==> config.mk <==
export PLATFORM = sky130hd
export DESIGN_NAME = pbq_ctrl
export DESIGN_NICKNAME = d
export VERILOG_FILES = /design/src/sv/pbq_pkg.sv /design/src/sv/pbq_ctrl.sv
export SDC_FILE = /design/constraint.sdc
export NUM_CORES = 1
export LEC_CHECK = 0
export BUFFER_PORTS_ARGS = -buffer_cell sky130_fd_sc_hd__buf_2
export CELL_PAD_IN_SITES_DETAIL_PLACEMENT = 2
export CELL_PAD_IN_SITES_GLOBAL_PLACEMENT = 2
export CORE_MARGIN = 5
export CORE_UTILIZATION = 17
export CTS_BUF_LIST = sky130_fd_sc_hd__clkbuf_8
export DETAILED_ROUTE_END_ITERATION = 16
export PLACE_DENSITY_LB_ADDON = 0.3
export SLEW_MARGIN = 10
export SYNTH_ARGS = -nofsm -noshare
export SYNTH_HDL_FRONTEND = slang
export SYNTH_SLANG_ARGS = --single-unit
export TNS_END_PERCENT = 10
==> constraint.sdc <==
create_clock -name clk -period 3.1 [get_ports clk]
set_input_delay 0.31 -clock clk [delete_from_list [all_inputs] [get_ports clk]]
set_output_delay 0.31 -clock clk [all_outputs]
set_load 0.05 [all_outputs]
==> src/sv/pbq_pkg.sv <==
// Shared constants, codes and control types for the PCM block queue.
`default_nettype none

package pbq_pkg;

  // Queue geometry.
  localparam int MAX_BLOCKS       = 8;
  localparam int FRAMES_PER_BLOCK = 256;
  localparam int SLOT_W           = $clog2(MAX_BLOCKS);
  localparam int IDX_W            = $clog2(FRAMES_PER_BLOCK);
  localparam int CNT_W            = SLOT_W + 1;
  localparam int FILL_W           = IDX_W + 1;
  localparam int ADDR_W           = SLOT_W + IDX_W;
  localparam int DEPTH            = MAX_BLOCKS * FRAMES_PER_BLOCK;

  // Payload widths.
  localparam int SAMPLE_W = 24;
  localparam int FRAME_W  = 2 * SAMPLE_W;
  localparam int TICKET_W = 64;
  localparam int CAP_W    = 4;
  localparam int IN_W     = 120;
  localparam int OUT_W    = 128;

  // Capacity after reset.
  localparam logic [CAP_W-1:0] CAP_RESET = CAP_W'(MAX_BLOCKS);

  // Operation codes.
  typedef enum logic [2:0] {
    OP_PUSH    = 3'd0,
    OP_ACQUIRE = 3'd1,
    OP_RELEASE = 3'd2,
    OP_FINISH  = 3'd3,
    OP_ABORT   = 3'd4,
    OP_READ    = 3'd5
  } op_t;

  // Result status codes.
  typedef enum logic [2:0] {
    STS_OK      = 3'd0,
    STS_INVALID = 3'd1,
    STS_CLOSED  = 3'd2,
    STS_FULL    = 3'd3,
    STS_BUSY    = 3'd4,
    STS_EMPTY   = 3'd5,
    STS_DONE    = 3'd6
  } status_t;

  // Controller states.
  typedef enum logic {
    STATE_IDLE = 1'b0,
    STATE_READ = 1'b1
  } state_t;

  // Commands from the controller to the datapath.
  typedef struct packed {
    logic    push;
    logic    drop_fill;
    logic    acquire;
    logic    release_blk;
    logic    finish;
    logic    abort;
    logic    mem_rd;
    logic    load;
    logic    load_samples;
    logic    fc_en;
    logic    tk_en;
    status_t status;
  } dp_cmd_t;

  // Queue conditions reported by the datapath.
  typedef struct packed {
    logic closed;
    logic full;
    logic fill_over;
    logic leased;
    logic empty;
    logic tick_max;
    logic tick_match;
    logic read_ok;
  } dp_flags_t;

endpackage

`default_nettype wire

==> src/sv/pbq_ctrl.sv <==
// Controller: handshake, op decode and the read-wait state machine.
`default_nettype none

module pbq_ctrl
  import pbq_pkg::*;
(
  input  wire logic      clk,
  input  wire logic      rst,
  input  wire logic      in_valid,
  output logic           in_ready,
  input  wire logic [2:0] op,
  output logic           out_valid,
  input  wire logic      out_ready,
  input  wire dp_flags_t flags,
  output dp_cmd_t        cmd
);

  state_t state, state_next;
  logic   out_valid_next;
  logic   accept;

  // State and output-valid registers.
  always_ff @(posedge clk) begin
    if (rst) begin
      state     <= STATE_IDLE;
      out_valid <= 1'b0;
    end else begin
      state     <= state_next;
      out_valid <= out_valid_next;
    end
  end

  // Next state, commands and handshake.
  always_comb begin
    state_next     = state;
    cmd            = '0;
    cmd.status     = STS_INVALID;
    in_ready       = (state == STATE_IDLE) && (!out_valid || out_ready);
    accept         = in_valid && in_ready;
    out_valid_next = out_valid && !out_ready;

    case (state)
      STATE_IDLE: begin
        if (accept) begin
          cmd.load       = 1'b1;
          out_valid_next = 1'b1;
          case (op_t'(op))
            OP_PUSH: begin
              if (flags.closed) begin
                cmd.status = STS_CLOSED;
              end else if (flags.full) begin
                cmd.status = STS_FULL;
              end else if (flags.fill_over) begin
                cmd.drop_fill = 1'b1;
              end else begin
                cmd.push   = 1'b1;
                cmd.status = STS_OK;
              end
            end
            OP_ACQUIRE: begin
              if (flags.leased) begin
                cmd.status = STS_BUSY;
              end else if (flags.empty) begin
                cmd.status = flags.closed ? STS_DONE : STS_EMPTY;
              end else if (!flags.tick_max) begin
                cmd.acquire = 1'b1;
                cmd.fc_en   = 1'b1;
                cmd.tk_en   = 1'b1;
                cmd.status  = STS_OK;
              end
            end
            OP_RELEASE: begin
              if (flags.leased && flags.tick_match && !flags.empty) begin
                cmd.release_blk = 1'b1;
                cmd.status      = STS_OK;
              end
            end
            OP_FINISH: begin
              cmd.finish = 1'b1;
              cmd.status = STS_OK;
            end
            OP_ABORT: begin
              cmd.abort  = 1'b1;
              cmd.status = STS_OK;
            end
            OP_READ: begin
              if (flags.leased) begin
                cmd.fc_en = 1'b1;
                if (flags.read_ok) begin
                  // The samples arrive from the memory's registered read port in the next cycle.
                  cmd.mem_rd     = 1'b1;
                  cmd.status     = STS_OK;
                  out_valid_next = 1'b0;
                  state_next     = STATE_READ;
                end
              end
            end
            default: begin
              cmd.status = STS_INVALID;
            end
          endcase
        end
      end
      STATE_READ: begin
        cmd.load_samples = 1'b1;
        out_valid_next   = 1'b1;
        state_next       = STATE_IDLE;
      end
      default: begin
        state_next = STATE_IDLE;
      end
    endcase
  end

endmodule

`default_nettype wire

Word-level counts from Yosys, hierarchy flattened
Cells that the tools add are included.
Widths: inputs -> output; s select.

cells by class
  $add $sub $neg = 0
  $mul = 0
  divide/modulo/power cells = 0
  $lt $le $gt $ge = 0
  equality and inequality tests = 5
  shift-type cells = 0
  multiplexer cells = 44
  bitwise logic cells = 1
  reductions and logical operators = 11

operators with widths
  operator            count
  $mux 1              25
  $mux 2              8
  $mux 8              2
  $mux 5              3
  $pmux 3 s5          1
  $eq 3x2->1 const B  2
  $eq 3x3->1 const B  2
  $mux 3              2
  $pmux 1 s2          3
  $logic_and 1x1->1   5
  $eq 3x1->1 const B  1
  $logic_not 1->1     3
  $logic_not 3->1     1
  $reduce_or 2->1     1
  $logic_or 1x1->1    1
  $not 1->1           1

word-level totals
  flip-flop bits (word level) = 2
  latch bits = 0
  bits in writable memories = 0
  memory bits (read-only) = 0
  input port bits = 15
  output and inout port bits = 16
  memories = 0

Depth between registers and ports, before layout
Gate-level depths: netlist of run 1.

  depth in word-level cells = 6
  depth in mapped cells = 6
  gate-level depth less buffers = 4

Least setup slack after synthesis of run 1
No wires, ideal clock.

  path kind = flip-flop to output port
  from = register out_valid
  to = output cmd[11] in the netlist's numbering
  data arrival time = 2.588 ns
  required time = 2.790 ns
  setup slack = 0.202 ns
  cell stages (with the launch flop) = 6
  cells stage by stage = dfxtp_1 > a211o_1 > buf_6 > or3b_1 > nor4_2 > buf_4

RTL lines
  what                    RTL line        source
  from (decl)             pbq_ctrl.sv:12  output logic out_valid,
  from (signal assigned)  pbq_ctrl.sv:29  out_valid <= out_valid_next;
  to (decl)               pbq_ctrl.sv:15  output dp_cmd_t cmd

==> results.json, run 1 <==
{
  "synth_top_area_share_pct": 12.0,
  "combPwrFrac_pct": 34.0,
  "period_needed_ns": 2.18,
  "swShare_pct": 33.6,
  "syn_avg_cell_area_um2": 6.42,
  "synth_xor_area_share_pct": 0,
  "status": "complete, no violations",
  "synth_fp_nets": 67,
  "dpl.hpwl_um": 1140,
  "grt.overflow.total": 0,
  "synth_edf_count": 0,
  "numCtsBuffers": 3,
  "clockPowerShare_pct": 51.7,
  "boundaryPins": 31,
  "diodes": 0,
  "die_h_um": 54.3,
  "critical_path_required_ns": 2.79,
  "ys_top_cells_by_count": "a21oi_1, nor2_1, inv_1, nor3_1, nor4_1",
  "ctsHtreeMaxLevel": 1,
  "ys_warn_count": 0,
  "ir_worst_vdd_mv": 0.179,
  "rows": 16,
  "tightest_slew_ns": 0.343,
  "area_growth_pct": 57.3,
  "cts_resized": 0,
  "ys_types": 25,
  "placed_area_um2": 484,
  "routed_wl_um": 1430,
  "gp_congestion": 0.626,
  "synth_area_um2": 334,
  "first_global_vias": 532,
  "slew_headroom_pct": 77.2,
  "grt_max_degree": 16,
  "p_leak_uw": 0.000271,
  "critPathCaptureType": "output pin",
  "synthAdderAreaFrac_pct": 0,
  "drive_above_1_share_pct": 42.5,
  "cts.sinks": 2,
  "setup_violations": 0,
  "die_area_um2": 2950,
  "fin_nets": 97,
  "worstPathMaxFanout": 10,
  "synthCells": 52,
  "wl_per_cell_um": 13.3,
  "worstSkewPairLatency_ns": 0.21,
  "seqPwrFrac_pct": 14.3,
  "path_class": "reg -> out",
  "rsz0062_at_grt": "false",
  "clk_path_buf_depth": 2,
  "final_util_pct": 27.3,
  "drc": 0,
  "initial_core_util_pct": 17.4,
  "ys_ff_latch": 2,
  "die-width_um": 54.3,
  "worst_slack_ns": 0.923,
  "grt_pass1_wl_um": 2220,
  "crit_path_start_kind": "register",
  "clk_pin_slew_ns": 0.03,
  "yosys-mux-area-fraction_pct": 0,
  "min_from": "rst",
  "skew_ns": 0.00158,
  "core-area_um2": 1920,
  "synth_area_leaders": "dfxtp_1, a21oi_1, nor4_1, nor2_1, nor3_1",
  "power.density_nw_per_um2": 369,
  "synth.largest_area_cell": "dfxtp_1",
  "yosys.area_share.simple_pct": 52.4,
  "critPathArrivalTime_ns": 1.87,
  "vias": 500,
  "synth-compound-area-share_pct": 21.0,
  "holdBufCountCts": 0,
  "drtAntennaViolNets": 0,
  "fin_cells": 107,
  "postCtsSetupBuffers": 0,
  "stdcell_area_um2": 526,
  "cap_viol_max_count": 0,
  "synthArstFlopShare_pct": 0,
  "p_int_uw": 129,
  "port_buffers": 30,
  "hold_violations": 0,
  "fmax_ghz": 0.459,
  "drt-initial-drc-count": 2,
  "viasPerCell": 4.67,
  "root_buffer": "clkbuf_8",
  "yosysSeqAreaShare_pct": 12.0,
  "setup_tns_ns": 0,
  "reg2reg_from": "out_valid$_SDFF_PP0_",
  "power.switching_uw": 65.1,
  "synth_top_family_by_area": "simple AND/OR/NAND/NOR gates",
  "rrSetupSlack_ns": 2.04,
  "tritoncts": "yes",
  "hold_path.class": "in -> reg",
  "grt_usage_pct": 10.0,
  "pre_cts_ws_ns": 0.969,
  "dpl.cell_count": 104,
  "drt_pass1_iterations": 2,
  "startpoint": "out_valid$_SDFF_PP0_",
  "synthFlopType": "dfxtp_1",
  "antenna_found_initial": 0,
  "final.period_utilization_pct": 70.2,
  "drv_slew": 0
}
## worst max-delay path: stages, from the launching register on
cell     delay [ns]
dfxtp_1        0.31
a211o_1        0.40
or3b_1         0.46
nor4_2         0.18
buf_2          0.31
## path summary, 6_finish.rpt
kind / endpoint / cells after the start
max: cmd[11] / 4
min: out_valid$_SDFF_PP0_ / 2
max reg2reg: state$_SDFF_PP0_ / 2
min reg2reg: state$_SDFF_PP0_ / 1
## placed cells by master (no fill, tap or decap), types with 2 or more instances in the layout
cell type / n
dfxtp_1: 2
nand2_1: 3
buf_2: 30
nor4_1: 4
inv_1: 4
nor2_1: 6
nor2b_1: 2
nand4_1: 3
nor3_1: 4
clkbuf_8: 3
a21oi_1: 6
## flip-flops by register name, summed over array words and instances (netlist names)
name / count
out_valid: 1
state: 1
## logic make-up (layout without fill, tap and decap cells)
logic type	Yosys count	in the layout
buffers and inverters	9	37
DFF	2	2
and+or+nand+nor	30	30
AOI/OAI and AO/OA	11	11
## power groups by stage
stage | combinational [uW] | sequential, uW | clock [uW]
floorplan | 40.8 | 31.0 | 0
finish | 65.9 | 27.7 | 100
global route | 71.8 | 27.9 | 102
global placement | 65.6 | 28.0 | 0
detailed placement | 66.5 | 28.0 | 0
CTS | 66.8 | 27.7 | 103
## through the flow
stage,hold slack [ns],power [uW]
after floorplan,0.379,71.8
after global placement,0.487,93.6
after detailed placement,0.487,94.5
after CTS,0.273,197
after global routing,0.288,202
final,0.274,194
## per-layer routing
metal	vias to the layer above	routed length [um]	part of all wire (%)	global-route usage, %
met5	-	0	0	0
met2	21	726	51	18.1
li1	244	-	-	-
met1	235	618	43	11.9
met4	0	0	0	3.73
met3	0	82	5.7	1.09
## cell type report
class | instances | area, um^2
clock buffers | 3 | 41.3
fillers | 260 | 1400
inverters | 4 | 15.0
multi-input cells | 41 | 245
flip-flops and latches | 2 | 40.0
well taps | 27 | 33.8
repair buffers | 30 | 150
(Power assumes the default switching activity.)
==> run 2, diff against run 1 <==
--- a/config.mk
+++ b/config.mk
@@ -5,11 +5,12 @@
 export SDC_FILE = /design/constraint.sdc
 export NUM_CORES = 1
 export LEC_CHECK = 0
+export ABC_AREA = 1
 export BUFFER_PORTS_ARGS = -buffer_cell sky130_fd_sc_hd__buf_2
 export CELL_PAD_IN_SITES_DETAIL_PLACEMENT = 2
 export CELL_PAD_IN_SITES_GLOBAL_PLACEMENT = 2
 export CORE_MARGIN = 5
-export CORE_UTILIZATION = 17
+export CORE_UTILIZATION = 15
 export CTS_BUF_LIST = sky130_fd_sc_hd__clkbuf_8
 export DETAILED_ROUTE_END_ITERATION = 16
 export PLACE_DENSITY_LB_ADDON = 0.3
==> constraint.sdc (replaced) <==
create_clock -name clk -period 2.11 [get_ports clk]
set_input_delay 0.211 -clock clk [delete_from_list [all_inputs] [get_ports clk]]
set_output_delay 0.211 -clock clk [all_outputs]
set_load 0.05 [all_outputs]
==> run 2 against run 1 <==
  * Register-to-register slack worse by 0.90 ns
  * Via count rose by 3.4%
  * Worst hold slack got worse by 0.088 ns
  * Synthesized area up 6.0%
  * Global-route usage decreased by 1.4 points
  * Sequential power rose by 49%
  * Sequential share of layout area down 0.49 points
  * Cell area up 6.9%
  * Clock power up 46%
  * Power is 47% higher
  * Routed wire length is 2.2% lower
==> results.json, run 2 <==
{
  "ys_types": 17,
  "synth_edf_count": 0,
  "critPathSlowestCell": "dfxtp_1",
  "layout_commonest_cell": "buf_2",
  "area_growth_pct": 58.7,
  "grt_pass1_wl_um": 2310,
  "tritoncts": "yes",
  "skew_ns": 0.000567,
  "drive_above_1_share_pct": 45.8,
  "rsz0062_at_grt": "false",
  "ys_warn_count": 0,
  "ys_top_cells_by_count": "nand2_1, nor2_1, inv_1, nand3_1, a21oi_1",
  "ir_worst_vdd_mv": 0.224,
  "synth.largest_area_cell": "nand2_1",
  "p_leak_uw": 0.000324,
  "core-area_um2": 2230,
  "synthCells": 66,
  "synth_top_family_by_area": "simple AND/OR/NAND/NOR gates",
  "status": "complete, no violations",
  "hold_path.class": "in -> reg",
  "dpl.cell_count": 121,
  "setup_violations": 0,
  "antenna_found_initial": 0,
  "fmax_ghz": 0.625,
  "diodes": 0,
  "path_cells": "a21oi_4, nand2_2, a21oi_1, buf_2",
  "dpl.hpwl_um": 1250,
  "synthFlopType": "dfxtp_1",
  "yosysSeqAreaShare_pct": 11.3,
  "worstPathMaxFanout": 12,
  "placed_area_um2": 520,
  "synthAdderAreaFrac_pct": 0,
  "die_h_um": 58.6,
  "critical_path_required_ns": 1.90,
  "drtAntennaViolNets": 0,
  "boundaryPins": 31,
  "period_needed_ns": 1.60,
  "grt_max_degree": 13,
  "synth_area_leaders": "nand2_1, nor2_1, dfxtp_1, nand3_1, inv_1",
  "synthArstFlopShare_pct": 0,
  "rows": 17,
  "rrSetupSlack_ns": 1.14,
  "cts_resized": 0,
  "wl_per_cell_um": 11.3,
  "critPathCaptureType": "output pin",
  "final_util_pct": 25.2,
  "tightest_slew_ns": 0.275,
  "hold_violations": 0,
  "die_area_um2": 3430,
  "initial_core_util_pct": 15.9,
  "root_buffer": "clkbuf_8",
  "viasPerCell": 4.17,
  "slowest_delay_ns": 0.32,
  "synth-compound-area-share_pct": 10.2,
  "gp_congestion": 0.681,
  "drt_pass1_iterations": 4,
  "routed_wl_um": 1400,
  "postCtsSetupBuffers": 0,
  "cp_num_buf_inv": 1,
  "yosys-mux-area-fraction_pct": 0,
  "holdBufCountCts": 0,
  "worst_hold_slack_ns": 0.186,
  "drt-initial-drc-count": 1,
  "grt.overflow.total": 0,
  "syn_avg_cell_area_um2": 5.36,
  "synth_xor_area_share_pct": 0,
  "ys_ff_latch": 2,
  "yosys.area_share.simple_pct": 58.3,
  "crit_family": "compound AO/OA/AOI/OAI gates",
  "drc": 0,
  "synth_fp_nets": 81,
  "first_global_vias": 568,
  "cts.sinks": 2,
  "numCtsBuffers": 3,
  "stdcell_area_um2": 562,
  "reg_top3": "out_valid x1, state x1",
  "ctsHtreeMaxLevel": 1,
  "drv_slew": 0,
  "cap_viol_max_count": 0,
  "worstSkewPairLatency_ns": 0.21,
  "clk_pin_slew_ns": 0.03,
  "vias": 517,
  "crit_path_start_kind": "register",
  "synth_top_area_share_pct": 14.8,
  "die-width_um": 58.6,
  "setup_tns_ns": 0,
  "fin_nets": 113,
  "fin_cells": 124,
  "grt_usage_pct": 8.60,
  "final.period_utilization_pct": 75.8,
  "synth_area_um2": 354,
  "final_cell_mix": "buf_2, nand2_1, nor2_1",
  "clk_path_buf_depth": 2,
  "path_class": "reg -> out",
  "power.density_nw_per_um2": 508,
  "port_buffers": 30,
  "critPathArrivalTime_ns": 1.39,
  "slew_headroom_pct": 81.6
}
run 2: cell count changes after synthesis, sizes merged, moves of 2 or more:
cell | previous run | this run
clkbuf | 2 | 0
nand4 | 3 | 1
nor2 | 6 | 15
nand3 | 0 | 8
nor2b | 2 | 0
inv | 4 | 12
nor4 | 5 | 0
nand2 | 3 | 15
run 2: kinds of logic after synthesis:
group,count (synthesis)
compound gates,5
buf+inv,15
flops,2
simple gates,44
run 2: final cells by class:
type	instances	area, um^2
Fill cell	307	1670
Multi-Input combinational cell	49	250
Timing Repair Buffer	30	150
Inverter	12	45.0
Clock buffer	3	41.3
Sequential cell	2	40.0
Tap cell	28	35.0
run 2: per-layer routing:
| layer | vias up | global-route usage, % | wire, um |
|---|---|---|---|
| met1 | 237 | 8.47 | 543 |
| met2 | 16 | 16.9 | 771 |
| li1 | 264 | - | - |
| met5 | - | 0 | 0 |
| met4 | 0 | 2.91 | 0 |
| met3 | 0 | 2.41 | 80 |
run 2: worst paths after layout:
kind / from / end / depth (start not counted)
max: out_valid$_SDFF_PP0_ / cmd[4] / 4
min: rst / out_valid$_SDFF_PP0_ / 2
max reg2reg: out_valid$_SDFF_PP0_ / state$_SDFF_PP0_ / 3
min reg2reg: state$_SDFF_PP0_ / out_valid$_SDFF_PP0_ / 2
run 2: where the power goes:
part / internal, uW / leakage, uW / switching, uW
Combinational: 27.7 / 0.000286 / 70.3
Clock: 120 / 0.0000216 / 25.8
Sequential: 39.6 / 0.0000164 / 1.54
Total: 188 / 0.000324 / 97.6
run 2: stage by stage:
stage / setup WS [ns] / total power, uW
detailed placement: 0.656 / 142
CTS: 0.466 / 290
floorplan: -0.109 / 108
finish: 0.511 / 285
global route: 0.406 / 304
global placement: 0.696 / 140
